File: src/rtl/assert_macros.svh
// Assertion macros shared by the step interpolator RTL.
// Included by any module that carries concurrent checks; no other dependencies.
`ifndef ASSERT_MACROS_SVH
`define ASSERT_MACROS_SVH
`ifndef SYNTHESIS
// A property that must hold at every clock edge outside reset.
`define MSI_ASSERT(label, clk, rst, prop) \
   label: assert property (@(posedge clk) disable iff (rst) prop) \
      else $error("%m: property failed");
// A condition that must never be seen outside reset.
`define MSI_NEVER(label, clk, rst, expr) \
   label: assert property (@(posedge clk) disable iff (rst) !(expr)) \
      else $error("%m: forbidden condition seen");
`else
`define MSI_ASSERT(label, clk, rst, prop)
`define MSI_NEVER(label, clk, rst, expr)
`endif
`endif

File: src/rtl/msi_pkg.sv
// Shared types and constants of the multi-axis step interpolator.
// No dependencies; imported by the interfaces and all RTL modules.
package msi_pkg;

   localparam int AXIS_W  = 12;
   localparam int STEP_W  = 8;
   localparam int DIFF_W  = AXIS_W + 1;
   localparam int PROD_W  = AXIS_W + STEP_W;
   localparam int QUOT_W  = STEP_W;
   localparam int INC_W   = QUOT_W + 1;
   localparam int CNT_W   = 6;
   localparam int DIV_CYCLES = QUOT_W;
   localparam int DIV_CNT_W  = $clog2(DIV_CYCLES);

   localparam logic [AXIS_W-1:0] CENTER_POS      = 12'd1500;
   localparam logic [STEP_W-1:0] STEP_RESET      = 8'd50;
   localparam logic [STEP_W-1:0] STEP_FLOOR      = 8'd32;
   localparam logic [CNT_W-1:0]  MAX_INC_RESULTS = 6'd63;

   typedef enum logic [2:0] {
      ST_IDLE,
      ST_MAX,
      ST_DIV,
      ST_STEP,
      ST_ZERO
   } seq_state_type;

   typedef struct packed {
      logic load;
      logic div_init;
      logic div_step;
      logic add_inc;
      logic set_tgt;
   } lane_ctl_type;

endpackage

File: src/rtl/msi_req_if.sv
// Request channel of the step interpolator: one target per axis.
// Depends on msi_pkg for the axis width.
interface msi_req_if #(parameter int NUM_AXES = 5) ();
   import msi_pkg::*;

   logic                       valid;
   logic                       ready;
   logic [NUM_AXES*AXIS_W-1:0] target;

   modport source (output valid, output target, input ready);
   modport sink (input valid, input target, output ready);
endinterface

File: src/rtl/msi_rsp_if.sv
// Result channel of the step interpolator: drive per axis and a last-step flag.
// Depends on msi_pkg for the axis width.
interface msi_rsp_if #(parameter int NUM_AXES = 5) ();
   import msi_pkg::*;

   logic                       valid;
   logic                       ready;
   logic [NUM_AXES*AXIS_W-1:0] drive;
   logic                       last_step;

   modport source (output valid, output drive, output last_step, input ready);
   modport sink (input valid, input drive, input last_step, output ready);
endinterface

File: src/rtl/msi_csr_if.sv
// Configuration write channel of the step interpolator: the max_step register.
// Depends on msi_pkg for the register width.
interface msi_csr_if ();
   import msi_pkg::*;

   logic              valid;
   logic              ready;
   logic [STEP_W-1:0] max_step;

   modport source (output valid, output max_step, input ready);
   modport sink (input valid, input max_step, output ready);
endinterface

File: src/rtl/multi_axis_step_interpolator_top.sv
// Multi-axis step interpolator: top level with the move sequencer and result register.
// Depends on msi_pkg, the three channel interfaces, msi_lane, msi_merge, assert_macros.svh.
//
// Usage:
// A request on req_chan carries one target pulse width per axis. The block
// answers with a burst of results on rsp_chan, each holding a drive value
// per axis; last_step marks the final result of the move. csr_chan is always ready;
// the user writes max_step only while the block is idle; the block does not enforce it.
// Timing: a request is taken only when the sequencer is idle. In the next
// cycle the lanes have their move magnitudes and the merge stage registers the
// largest one; the per-lane dividers then work out the increments.
// The first result follows the division (a move with no motion leaves it
// early and gives a single last result), and further results follow one per
// cycle while rsp_chan.ready stays high.
// The result register holds its contents while the receiver stalls, and
// the sequencer waits with it; no result is dropped or repeated.
// Reset puts every axis position at 1500, max_step at 50, and empties the
// result register.
`include "assert_macros.svh"

module multi_axis_step_interpolator_top #(
   parameter int NUM_AXES = 5
) (
   input  logic        clock,
   input  logic        reset,
   msi_req_if.sink     req_chan,
   msi_rsp_if.source   rsp_chan,
   msi_csr_if.sink     csr_chan
);
   import msi_pkg::*;

   seq_state_type state_ff, state_in;

   logic [STEP_W-1:0]    max_step_ff;
   logic [STEP_W-1:0]    step_ff;
   logic [STEP_W-1:0]    step_eff;
   logic [AXIS_W-1:0]    rem_ff;
   logic [AXIS_W-1:0]    rem_next;
   logic [CNT_W-1:0]     n_ff;
   logic [DIV_CNT_W-1:0] cnt_ff;

   logic                       rsp_valid_ff;
   logic [NUM_AXES*AXIS_W-1:0] drive_ff;
   logic                       last_ff;

   lane_ctl_type                    lane_ctl;
   logic [NUM_AXES-1:0][AXIS_W-1:0] abs_moves;
   logic [NUM_AXES*AXIS_W-1:0]      step_pos_all;
   logic [NUM_AXES*AXIS_W-1:0]      tgt_all;
   logic [AXIS_W-1:0]               big;

   logic req_accept;
   logic out_free;
   logic take_inc;
   logic rsp_load;
   logic out_last_in;
   logic out_sel_inc;

   assign req_accept = req_chan.valid && req_chan.ready;
   assign out_free   = !rsp_valid_ff || rsp_chan.ready;
   assign step_eff   = (max_step_ff < STEP_FLOOR) ? STEP_FLOOR : max_step_ff;
   assign rem_next   = rem_ff - AXIS_W'(step_ff);
   assign take_inc   = (rem_ff >= AXIS_W'(step_ff)) && (n_ff != MAX_INC_RESULTS);

   genvar g;
   generate
      for (g = 0; g < NUM_AXES; g++) begin : g_lane
         msi_lane u_lane (
            .clock    (clock),
            .reset    (reset),
            .ctl      (lane_ctl),
            .target   (req_chan.target[g*AXIS_W +: AXIS_W]),
            .step     (step_ff),
            .big      (big),
            .abs_move (abs_moves[g]),
            .step_pos (step_pos_all[g*AXIS_W +: AXIS_W]),
            .tgt_pos  (tgt_all[g*AXIS_W +: AXIS_W])
         );
      end
   endgenerate

   msi_merge #(.NUM_AXES(NUM_AXES)) u_merge (
      .clock     (clock),
      .load      (state_ff == ST_MAX),
      .abs_moves (abs_moves),
      .big       (big)
   );

   // Next state.
   always_comb begin
      state_in = state_ff;
      case (state_ff)
         ST_IDLE: begin
            if (req_accept) begin
               state_in = ST_MAX;
            end
         end
         ST_MAX: begin
            state_in = ST_DIV;
         end
         ST_DIV: begin
            if (big == '0) begin
               state_in = ST_ZERO;
            end else if (cnt_ff == DIV_CNT_W'(DIV_CYCLES - 1)) begin
               state_in = ST_STEP;
            end
         end
         ST_STEP: begin
            if (out_free && (!take_inc || rem_next == '0)) begin
               state_in = ST_IDLE;
            end
         end
         ST_ZERO: begin
            if (out_free) begin
               state_in = ST_IDLE;
            end
         end
         default: begin
            state_in = ST_IDLE;
         end
      endcase
   end

   // Outputs of the sequencer.
   always_comb begin
      lane_ctl    = '0;
      rsp_load    = 1'b0;
      out_last_in = 1'b0;
      out_sel_inc = 1'b0;
      case (state_ff)
         ST_IDLE: begin
            lane_ctl.load = req_chan.valid;
         end
         ST_MAX: begin
            lane_ctl.div_init = 1'b1;
         end
         ST_DIV: begin
            lane_ctl.div_step = 1'b1;
         end
         ST_STEP: begin
            if (out_free) begin
               rsp_load = 1'b1;
               // An increment that lands the count on zero closes the move
               // itself; otherwise the move ends with a jump to the targets.
               if (take_inc) begin
                  out_sel_inc      = 1'b1;
                  lane_ctl.add_inc = 1'b1;
                  out_last_in      = (rem_next == '0);
                  lane_ctl.set_tgt = (rem_next == '0);
               end else begin
                  out_last_in      = 1'b1;
                  lane_ctl.set_tgt = 1'b1;
               end
            end
         end
         ST_ZERO: begin
            if (out_free) begin
               rsp_load         = 1'b1;
               out_last_in      = 1'b1;
               lane_ctl.set_tgt = 1'b1;
            end
         end
         default: begin
            lane_ctl = '0;
         end
      endcase
   end

   always_ff @(posedge clock) begin
      if (reset) begin
         state_ff     <= ST_IDLE;
         max_step_ff  <= STEP_RESET;
         rsp_valid_ff <= 1'b0;
      end else begin
         state_ff <= state_in;
         if (csr_chan.valid && csr_chan.ready) begin
            max_step_ff <= csr_chan.max_step;
         end
         if (rsp_load) begin
            rsp_valid_ff <= 1'b1;
         end else if (rsp_chan.ready) begin
            rsp_valid_ff <= 1'b0;
         end
      end
   end

   always_ff @(posedge clock) begin
      if (req_accept) begin
         step_ff <= step_eff;
      end
      if (state_ff == ST_MAX) begin
         cnt_ff <= '0;
      end else if (state_ff == ST_DIV) begin
         cnt_ff <= cnt_ff + DIV_CNT_W'(1);
         rem_ff <= big;
         n_ff   <= '0;
      end else if (state_ff == ST_STEP && out_free && take_inc) begin
         rem_ff <= rem_next;
         n_ff   <= n_ff + CNT_W'(1);
      end
      if (rsp_load) begin
         drive_ff <= out_sel_inc ? step_pos_all : tgt_all;
         last_ff  <= out_last_in;
      end
   end

   assign req_chan.ready     = (state_ff == ST_IDLE);
   assign csr_chan.ready     = 1'b1;
   assign rsp_chan.valid     = rsp_valid_ff;
   assign rsp_chan.drive     = drive_ff;
   assign rsp_chan.last_step = last_ff;

   `MSI_ASSERT(a_last_ends_move, clock, reset, rsp_load && out_last_in |=> state_ff == ST_IDLE)
   `MSI_NEVER(a_step_count_live, clock, reset, state_ff == ST_STEP && rem_ff == '0)
   `MSI_NEVER(a_no_overwrite, clock, reset, rsp_load && rsp_valid_ff && !rsp_chan.ready)
   `MSI_NEVER(a_idle_no_result, clock, reset, req_chan.ready && rsp_load)

endmodule

File: src/rtl/msi_lane.sv
// One axis lane: stored position, move magnitude, bit-serial increment divider.
// Depends on msi_pkg; instantiated once per axis by the top level.
module msi_lane (
   input  logic                          clock,
   input  logic                          reset,
   input  msi_pkg::lane_ctl_type         ctl,
   input  logic [msi_pkg::AXIS_W-1:0]    target,
   input  logic [msi_pkg::STEP_W-1:0]    step,
   input  logic [msi_pkg::AXIS_W-1:0]    big,
   output logic [msi_pkg::AXIS_W-1:0]    abs_move,
   output logic [msi_pkg::AXIS_W-1:0]    step_pos,
   output logic [msi_pkg::AXIS_W-1:0]    tgt_pos
);
   import msi_pkg::*;

   logic [AXIS_W-1:0] pos_ff, pos_in;
   logic [AXIS_W-1:0] tgt_ff;
   logic              neg_ff;
   logic [AXIS_W-1:0] absm_ff;
   logic [AXIS_W-1:0] prem_ff, prem_in;
   logic [QUOT_W-1:0] lo_ff, lo_in;
   logic [QUOT_W-1:0] quot_ff, quot_in;

   logic [DIFF_W-1:0] diff;
   logic [DIFF_W-1:0] abs_full;
   logic [PROD_W-1:0] prod_full;
   logic [DIFF_W-1:0] trial;
   logic              fits;
   logic [INC_W-1:0]  inc_mag;
   logic [INC_W-1:0]  inc;

   assign diff     = {1'b0, target} - {1'b0, pos_ff};
   assign abs_full = diff[DIFF_W-1] ? (DIFF_W'(0) - diff) : diff;
   assign prod_full = PROD_W'(absm_ff) * PROD_W'(step);

   // Restoring division: the quotient never exceeds step, so the upper
   // product bits start below big and eight trial subtracts finish it.
   assign trial   = {prem_ff, lo_ff[QUOT_W-1]};
   assign fits    = trial >= {1'b0, big};
   assign prem_in = fits ? AXIS_W'(trial - {1'b0, big}) : AXIS_W'(trial);
   assign lo_in   = {lo_ff[QUOT_W-2:0], 1'b0};
   assign quot_in = {quot_ff[QUOT_W-2:0], fits};

   assign inc_mag  = {1'b0, quot_ff};
   assign inc      = neg_ff ? (INC_W'(0) - inc_mag) : inc_mag;
   assign step_pos = pos_ff + {{(AXIS_W-INC_W){inc[INC_W-1]}}, inc};

   always_comb begin
      pos_in = pos_ff;
      if (ctl.set_tgt) begin
         pos_in = tgt_ff;
      end else if (ctl.add_inc) begin
         pos_in = step_pos;
      end
   end

   always_ff @(posedge clock) begin
      if (reset) begin
         pos_ff <= CENTER_POS;
      end else begin
         pos_ff <= pos_in;
      end
   end

   always_ff @(posedge clock) begin
      if (ctl.load) begin
         tgt_ff  <= target;
         neg_ff  <= diff[DIFF_W-1];
         absm_ff <= abs_full[AXIS_W-1:0];
      end
      if (ctl.div_init) begin
         prem_ff <= prod_full[PROD_W-1:QUOT_W];
         lo_ff   <= prod_full[QUOT_W-1:0];
         quot_ff <= '0;
      end else if (ctl.div_step) begin
         prem_ff <= prem_in;
         lo_ff   <= lo_in;
         quot_ff <= quot_in;
      end
   end

   assign abs_move = absm_ff;
   assign tgt_pos  = tgt_ff;

endmodule

File: src/rtl/msi_merge.sv
// Merge stage: registers the largest move magnitude over all axis lanes.
// Depends on msi_pkg; fed by the msi_lane instances.
module msi_merge #(
   parameter int NUM_AXES = 5
) (
   input  logic                                       clock,
   input  logic                                       load,
   input  logic [NUM_AXES-1:0][msi_pkg::AXIS_W-1:0]   abs_moves,
   output logic [msi_pkg::AXIS_W-1:0]                 big
);
   import msi_pkg::*;

   logic [AXIS_W-1:0] big_ff, big_in;

   always_comb begin
      big_in = '0;
      for (int i = 0; i < NUM_AXES; i++) begin
         if (abs_moves[i] > big_in) begin
            big_in = abs_moves[i];
         end
      end
   end

   always_ff @(posedge clock) begin
      if (load) begin
         big_ff <= big_in;
      end
   end

   assign big = big_ff;

endmodule
File: src/flat_wrapper.sv
// flat-port wrapper written by rule: the top's interface ports become plain ports
module multi_axis_step_interpolator_top_flat import msi_pkg::*;
#(
   parameter int NUM_AXES = 5
)
  (clock, reset, req_chan_valid, req_chan_target, req_chan_ready, rsp_chan_valid, rsp_chan_drive, rsp_chan_last_step, rsp_chan_ready, csr_chan_valid, csr_chan_max_step, csr_chan_ready);
  msi_req_if #(.NUM_AXES(NUM_AXES)) req_chan_i ();
  msi_rsp_if #(.NUM_AXES(NUM_AXES)) rsp_chan_i ();
  msi_csr_if csr_chan_i ();
  input  logic clock;
  input  logic reset;
  input wire logic [$bits(req_chan_i.valid)-1:0] req_chan_valid;
  input wire logic [$bits(req_chan_i.target)-1:0] req_chan_target;
  output wire logic [$bits(req_chan_i.ready)-1:0] req_chan_ready;
  output wire logic [$bits(rsp_chan_i.valid)-1:0] rsp_chan_valid;
  output wire logic [$bits(rsp_chan_i.drive)-1:0] rsp_chan_drive;
  output wire logic [$bits(rsp_chan_i.last_step)-1:0] rsp_chan_last_step;
  input wire logic [$bits(rsp_chan_i.ready)-1:0] rsp_chan_ready;
  input wire logic [$bits(csr_chan_i.valid)-1:0] csr_chan_valid;
  input wire logic [$bits(csr_chan_i.max_step)-1:0] csr_chan_max_step;
  output wire logic [$bits(csr_chan_i.ready)-1:0] csr_chan_ready;
  assign req_chan_i.valid = req_chan_valid;
  assign req_chan_i.target = req_chan_target;
  assign req_chan_ready = req_chan_i.ready;
  assign rsp_chan_valid = rsp_chan_i.valid;
  assign rsp_chan_drive = rsp_chan_i.drive;
  assign rsp_chan_last_step = rsp_chan_i.last_step;
  assign rsp_chan_i.ready = rsp_chan_ready;
  assign csr_chan_i.valid = csr_chan_valid;
  assign csr_chan_i.max_step = csr_chan_max_step;
  assign csr_chan_ready = csr_chan_i.ready;
  multi_axis_step_interpolator_top #(.NUM_AXES(NUM_AXES)) u_core (.clock(clock), .reset(reset), .req_chan(req_chan_i), .rsp_chan(rsp_chan_i), .csr_chan(csr_chan_i));
endmodule
File: config.mk
export PLATFORM = sky130hd
export DESIGN_NAME = multi_axis_step_interpolator_top_flat
export DESIGN_NICKNAME = d
export VERILOG_FILES = /design/src/rtl/msi_pkg.sv /design/src/rtl/msi_req_if.sv /design/src/rtl/msi_rsp_if.sv /design/src/rtl/msi_csr_if.sv /design/src/rtl/multi_axis_step_interpolator_top.sv /design/src/rtl/msi_lane.sv /design/src/rtl/msi_merge.sv /design/src/flat_wrapper.sv
export VERILOG_INCLUDE_DIRS = /design/src /design/src/rtl
export SDC_FILE = /design/constraint.sdc
export NUM_CORES = 2
export LEC_CHECK = 0
export BUFFER_PORTS_ARGS = -buffer_cell sky130_fd_sc_hd__clkbuf_2
export CAP_MARGIN = 20
export CORE_MARGIN = 5
export CORE_UTILIZATION = 40
export DETAILED_ROUTE_END_ITERATION = 6
export GPL_ROUTABILITY_DRIVEN = 0
export SLEW_MARGIN = 20
export SYNTH_ARGS = -nofsm -noshare
export SYNTH_HDL_FRONTEND = slang
export SYNTH_HIERARCHICAL = 1
export SYNTH_SLANG_ARGS = --single-unit
File: constraint.sdc
create_clock -name clock -period 8.3 [get_ports clock]
set_input_delay 1.245 -clock clock [delete_from_list [all_inputs] [get_ports clock]]
set_output_delay 1.245 -clock clock [all_outputs]
set_load 0.05 [all_outputs]
==> metrics.txt <==
Post-DRT Antenna Nets=0; origin of the critical flop-to-flop path=u_core/g_lane[0].u_lane/abs_move[1]$_DFFE_PP_; share of cells above drive strength 1=0.0965; flops & latches, synth=439; share of the synthesized area in the top cell type=0.212; Avg Inst Size Synth=between 9 and 10 sq um; Post-CTS Hold Buffers=0; Clk Latency, worst-skew pair=0.62 ns; area grow syn2layout=8.73%; fin nets=5764; chip height=349 microns; post-layout min period=7.81 ns; DR iter-0 viols=1843; Via density=between 5 and 6; CP Capture Type=register; Reg-to-Reg End=u_core/u_merge/big[4]$_DFFE_PP_; number of global-route vias before repair=34512; skew final=0.0227 ns; Remaining DRCs=0; Crit path top cell by count=a21oi_1; FF/Latch Area=12000 sq um; synth top area cells=edfxtp_1, fa_1, ha_1, and2_1, inv_1; buffer type at the clock tree root=clkbuf_16; worst min-delay path class=register to register; Die Wd=about 350 microns; setup tns final=0 ns; drt wl/cell=17.9 microns; Clock transition at path regs=roughly 0.07 ns; Final Setup Violations=0; GRT Total Usage=0.188; CP max FO=29; top-count cell post-synth=inv_1; drt pass-1 iters=7; hold_ws=0.466 ns; Critical Path Start Type=register; Syn Inst Count=4839; syn_nets=5672; most instantiated cells after synthesis=inv_1, ha_1, and2_1, edfxtp_1, fa_1; HP Start=u_core/cnt_ff[2]$_SDFFE_PP0P_; met3 Usage GRT=0.0255; core area=between 100000 and 150000 sq um; EDFF count, synth=roughly 320; clock sinks=439; largest net degree at the start of global routing=97; hold path depth=2; Slew headroom=0.238; Max Freq=0.128 GHz; final hold viol count=0; RSZ-0062 raised after global routing=false; Max H-tree Level=2; fin. max-slew vios=0; multi-input logic area=approximately 31000 sq um; worst reg-to-reg path cell count=29; Resized Gates After CTS=0; library cells used by synthesis=131; Syn. warnings=6; CTS tree=yes; Remaining Overflow, GRT=0; cell taking the most area after synthesis=edfxtp_1; Async SR Flop Fraction=0; FP Rows=124; hold endpoint=u_core/cnt_ff[2]$_SDFFE_PP0P_; Cell Area, Synth=45900 sq um; initial antenna violation count=4; Least-Margin Pin Slew=1.13 ns; Initial Util=0.402; CTS Buf Count=50; Vias=roughly 34000; first-pass GRT wire length=roughly 190000 microns; flop2flop setup slack=0.49 ns; outcome=finished, final reports clean; Critical-path top delay cell=o31ai_4; slowest stage delay, CP=0.74 ns; period utilization=0.940; Max clock buf depth=3; IO Pins=roughly 140; busiest grt layer=met2; Post-CTS Setup Bufs=0; DRT Wirelength=116000 microns; die area=approximately 120000 sq um; CP Class=register to register; Fill cells=approximately 11000; Critical Path RT=8.66 ns; met1 Track Usage GR=0.254; GRT met2 Usage=0.321; # port buffers=~140; Arr. time, crit path=a little over 8 ns; sequential fraction of the synthesis area=0.262; DP HPWL=86700 microns; prevailing post-synth register cell=edfxtp_1; total of max-cap violations=0
[layout by cell type (no fill, tap or decap), drive strengths merged, types with 22 or more instances in the layout]
cell type,netlist,layout
clkbuf,109,198
mux2i,121,121
a21o,75,75
xor2,93,93
edfxtp,324,324
a211o,23,23
o21bai,22,22
a31oi,26,26
mux2,96,96
o21a,54,54
buf,48,61
and2,409,409
o21ai,209,209
a211oi,60,60
and3,31,31
nand2,301,301
nor2b,62,62
ha,444,444
a21oi,262,262
nand3,57,57
fa,316,316
o31ai,29,29
nand4,33,33
o211ai,24,24
nor2,296,296
inv,639,643
nor3,71,71
nand2b,38,38
dfxtp,115,115
xnor2,177,177
[sequential cells by signal, indices dropped and copies added (netlist names)]
signal and count:
u_core/g_lane.u_lane/prem_ff 60, u_core/g_lane.u_lane/neg_ff 5, u_core/g_lane.u_lane/abs_move 60, u_core/rem_ff 12, u_core/rsp_chan.last_step 1, u_core/state_ff 3, u_core/rsp_chan.drive 60, u_core/max_step_ff 8
u_core/n_ff 6, u_core/rsp_chan.valid 1, u_core/step_ff 8, u_core/g_lane.u_lane/quot_ff 40, u_core/g_lane.u_lane/pos_ff 60, u_core/cnt_ff 3, u_core/g_lane.u_lane/tgt_pos 60, u_core/g_lane.u_lane/lo_ff 40
u_core/u_merge/big 12
[critical path, delay by kind of cell (launching register included)]
kind / cells / cell delay, ns
compound gates: 19 / 4.90
fa+ha+maj: 4 / 1.20
buf+inv: 2 / 0.37
flops: 1 / 0.48
simple gates: 4 / 0.59
[final cells by class]
type	instances	share of cell area
Clock inverter	30	0.00454
Tap cell	1512	0.0379
Antenna cell	2	0.000100
Multi-Input combinational cell	3604	0.616
Clock buffer	63	0.0285
Timing Repair Buffer	196	0.0239
Inverter	640	0.0482
Sequential cell	439	0.241
[per-layer routing]
metal,part of all wire,routed length [microns]
met1,0.46,53200
met2,0.47,54400
met3,0.047,5390
met4,0.024,2830
met5,0,0
[logic make-up after synthesis]
group                    synth area share
adder cells (fa/ha/maj)             0.259
other                           0.0000817
AND/OR/NAND/NOR                     0.159
multiplexers                       0.0547
buffers and inverters              0.0697
flip-flops                          0.262
XOR/XNOR                           0.0518
AO/OA/AOI/OAI                       0.143
[worst max path at each step]
stage          depth (start not counted)                               end                                           start
6_report                              29   u_core/u_merge/big[4]$_DFFE_PP_   u_core/g_lane[0].u_lane/abs_move[1]$_DFFE_PP_
5_1_grt                               28   u_core/u_merge/big[6]$_DFFE_PP_   u_core/g_lane[0].u_lane/abs_move[1]$_DFFE_PP_
4_1_cts                               28   u_core/u_merge/big[4]$_DFFE_PP_   u_core/g_lane[0].u_lane/abs_move[1]$_DFFE_PP_
3_3_place_gp                          28   u_core/u_merge/big[2]$_DFFE_PP_   u_core/g_lane[0].u_lane/abs_move[1]$_DFFE_PP_
3_5_place_dp                          27   u_core/u_merge/big[4]$_DFFE_PP_   u_core/g_lane[0].u_lane/abs_move[1]$_DFFE_PP_
2_1_floorplan                         31  u_core/u_merge/big[10]$_DFFE_PP_  u_core/g_lane[1].u_lane/abs_move[11]$_DFFE_PP_
[metrics by stage]
stage | area [sq um] | util | setup WS, ns | std cells
2_1_floorplan | 45900 | - | 1.58 | 4839
3_3_place_gp | 48200 | 0.422 | 0.0667 | 6389
3_5_place_dp | 48300 | 0.423 | 0.179 | 6390
4_1_cts | 49900 | 0.437 | 0.130 | 6483
5_1_grt | 49900 | 0.437 | 0.0255 | 6484
6_report | 49900 | 0.437 | 0.494 | 6486
Power is not shown: default switching activity piles up to over one toggle a cycle in this logic, so the estimate is an artifact.
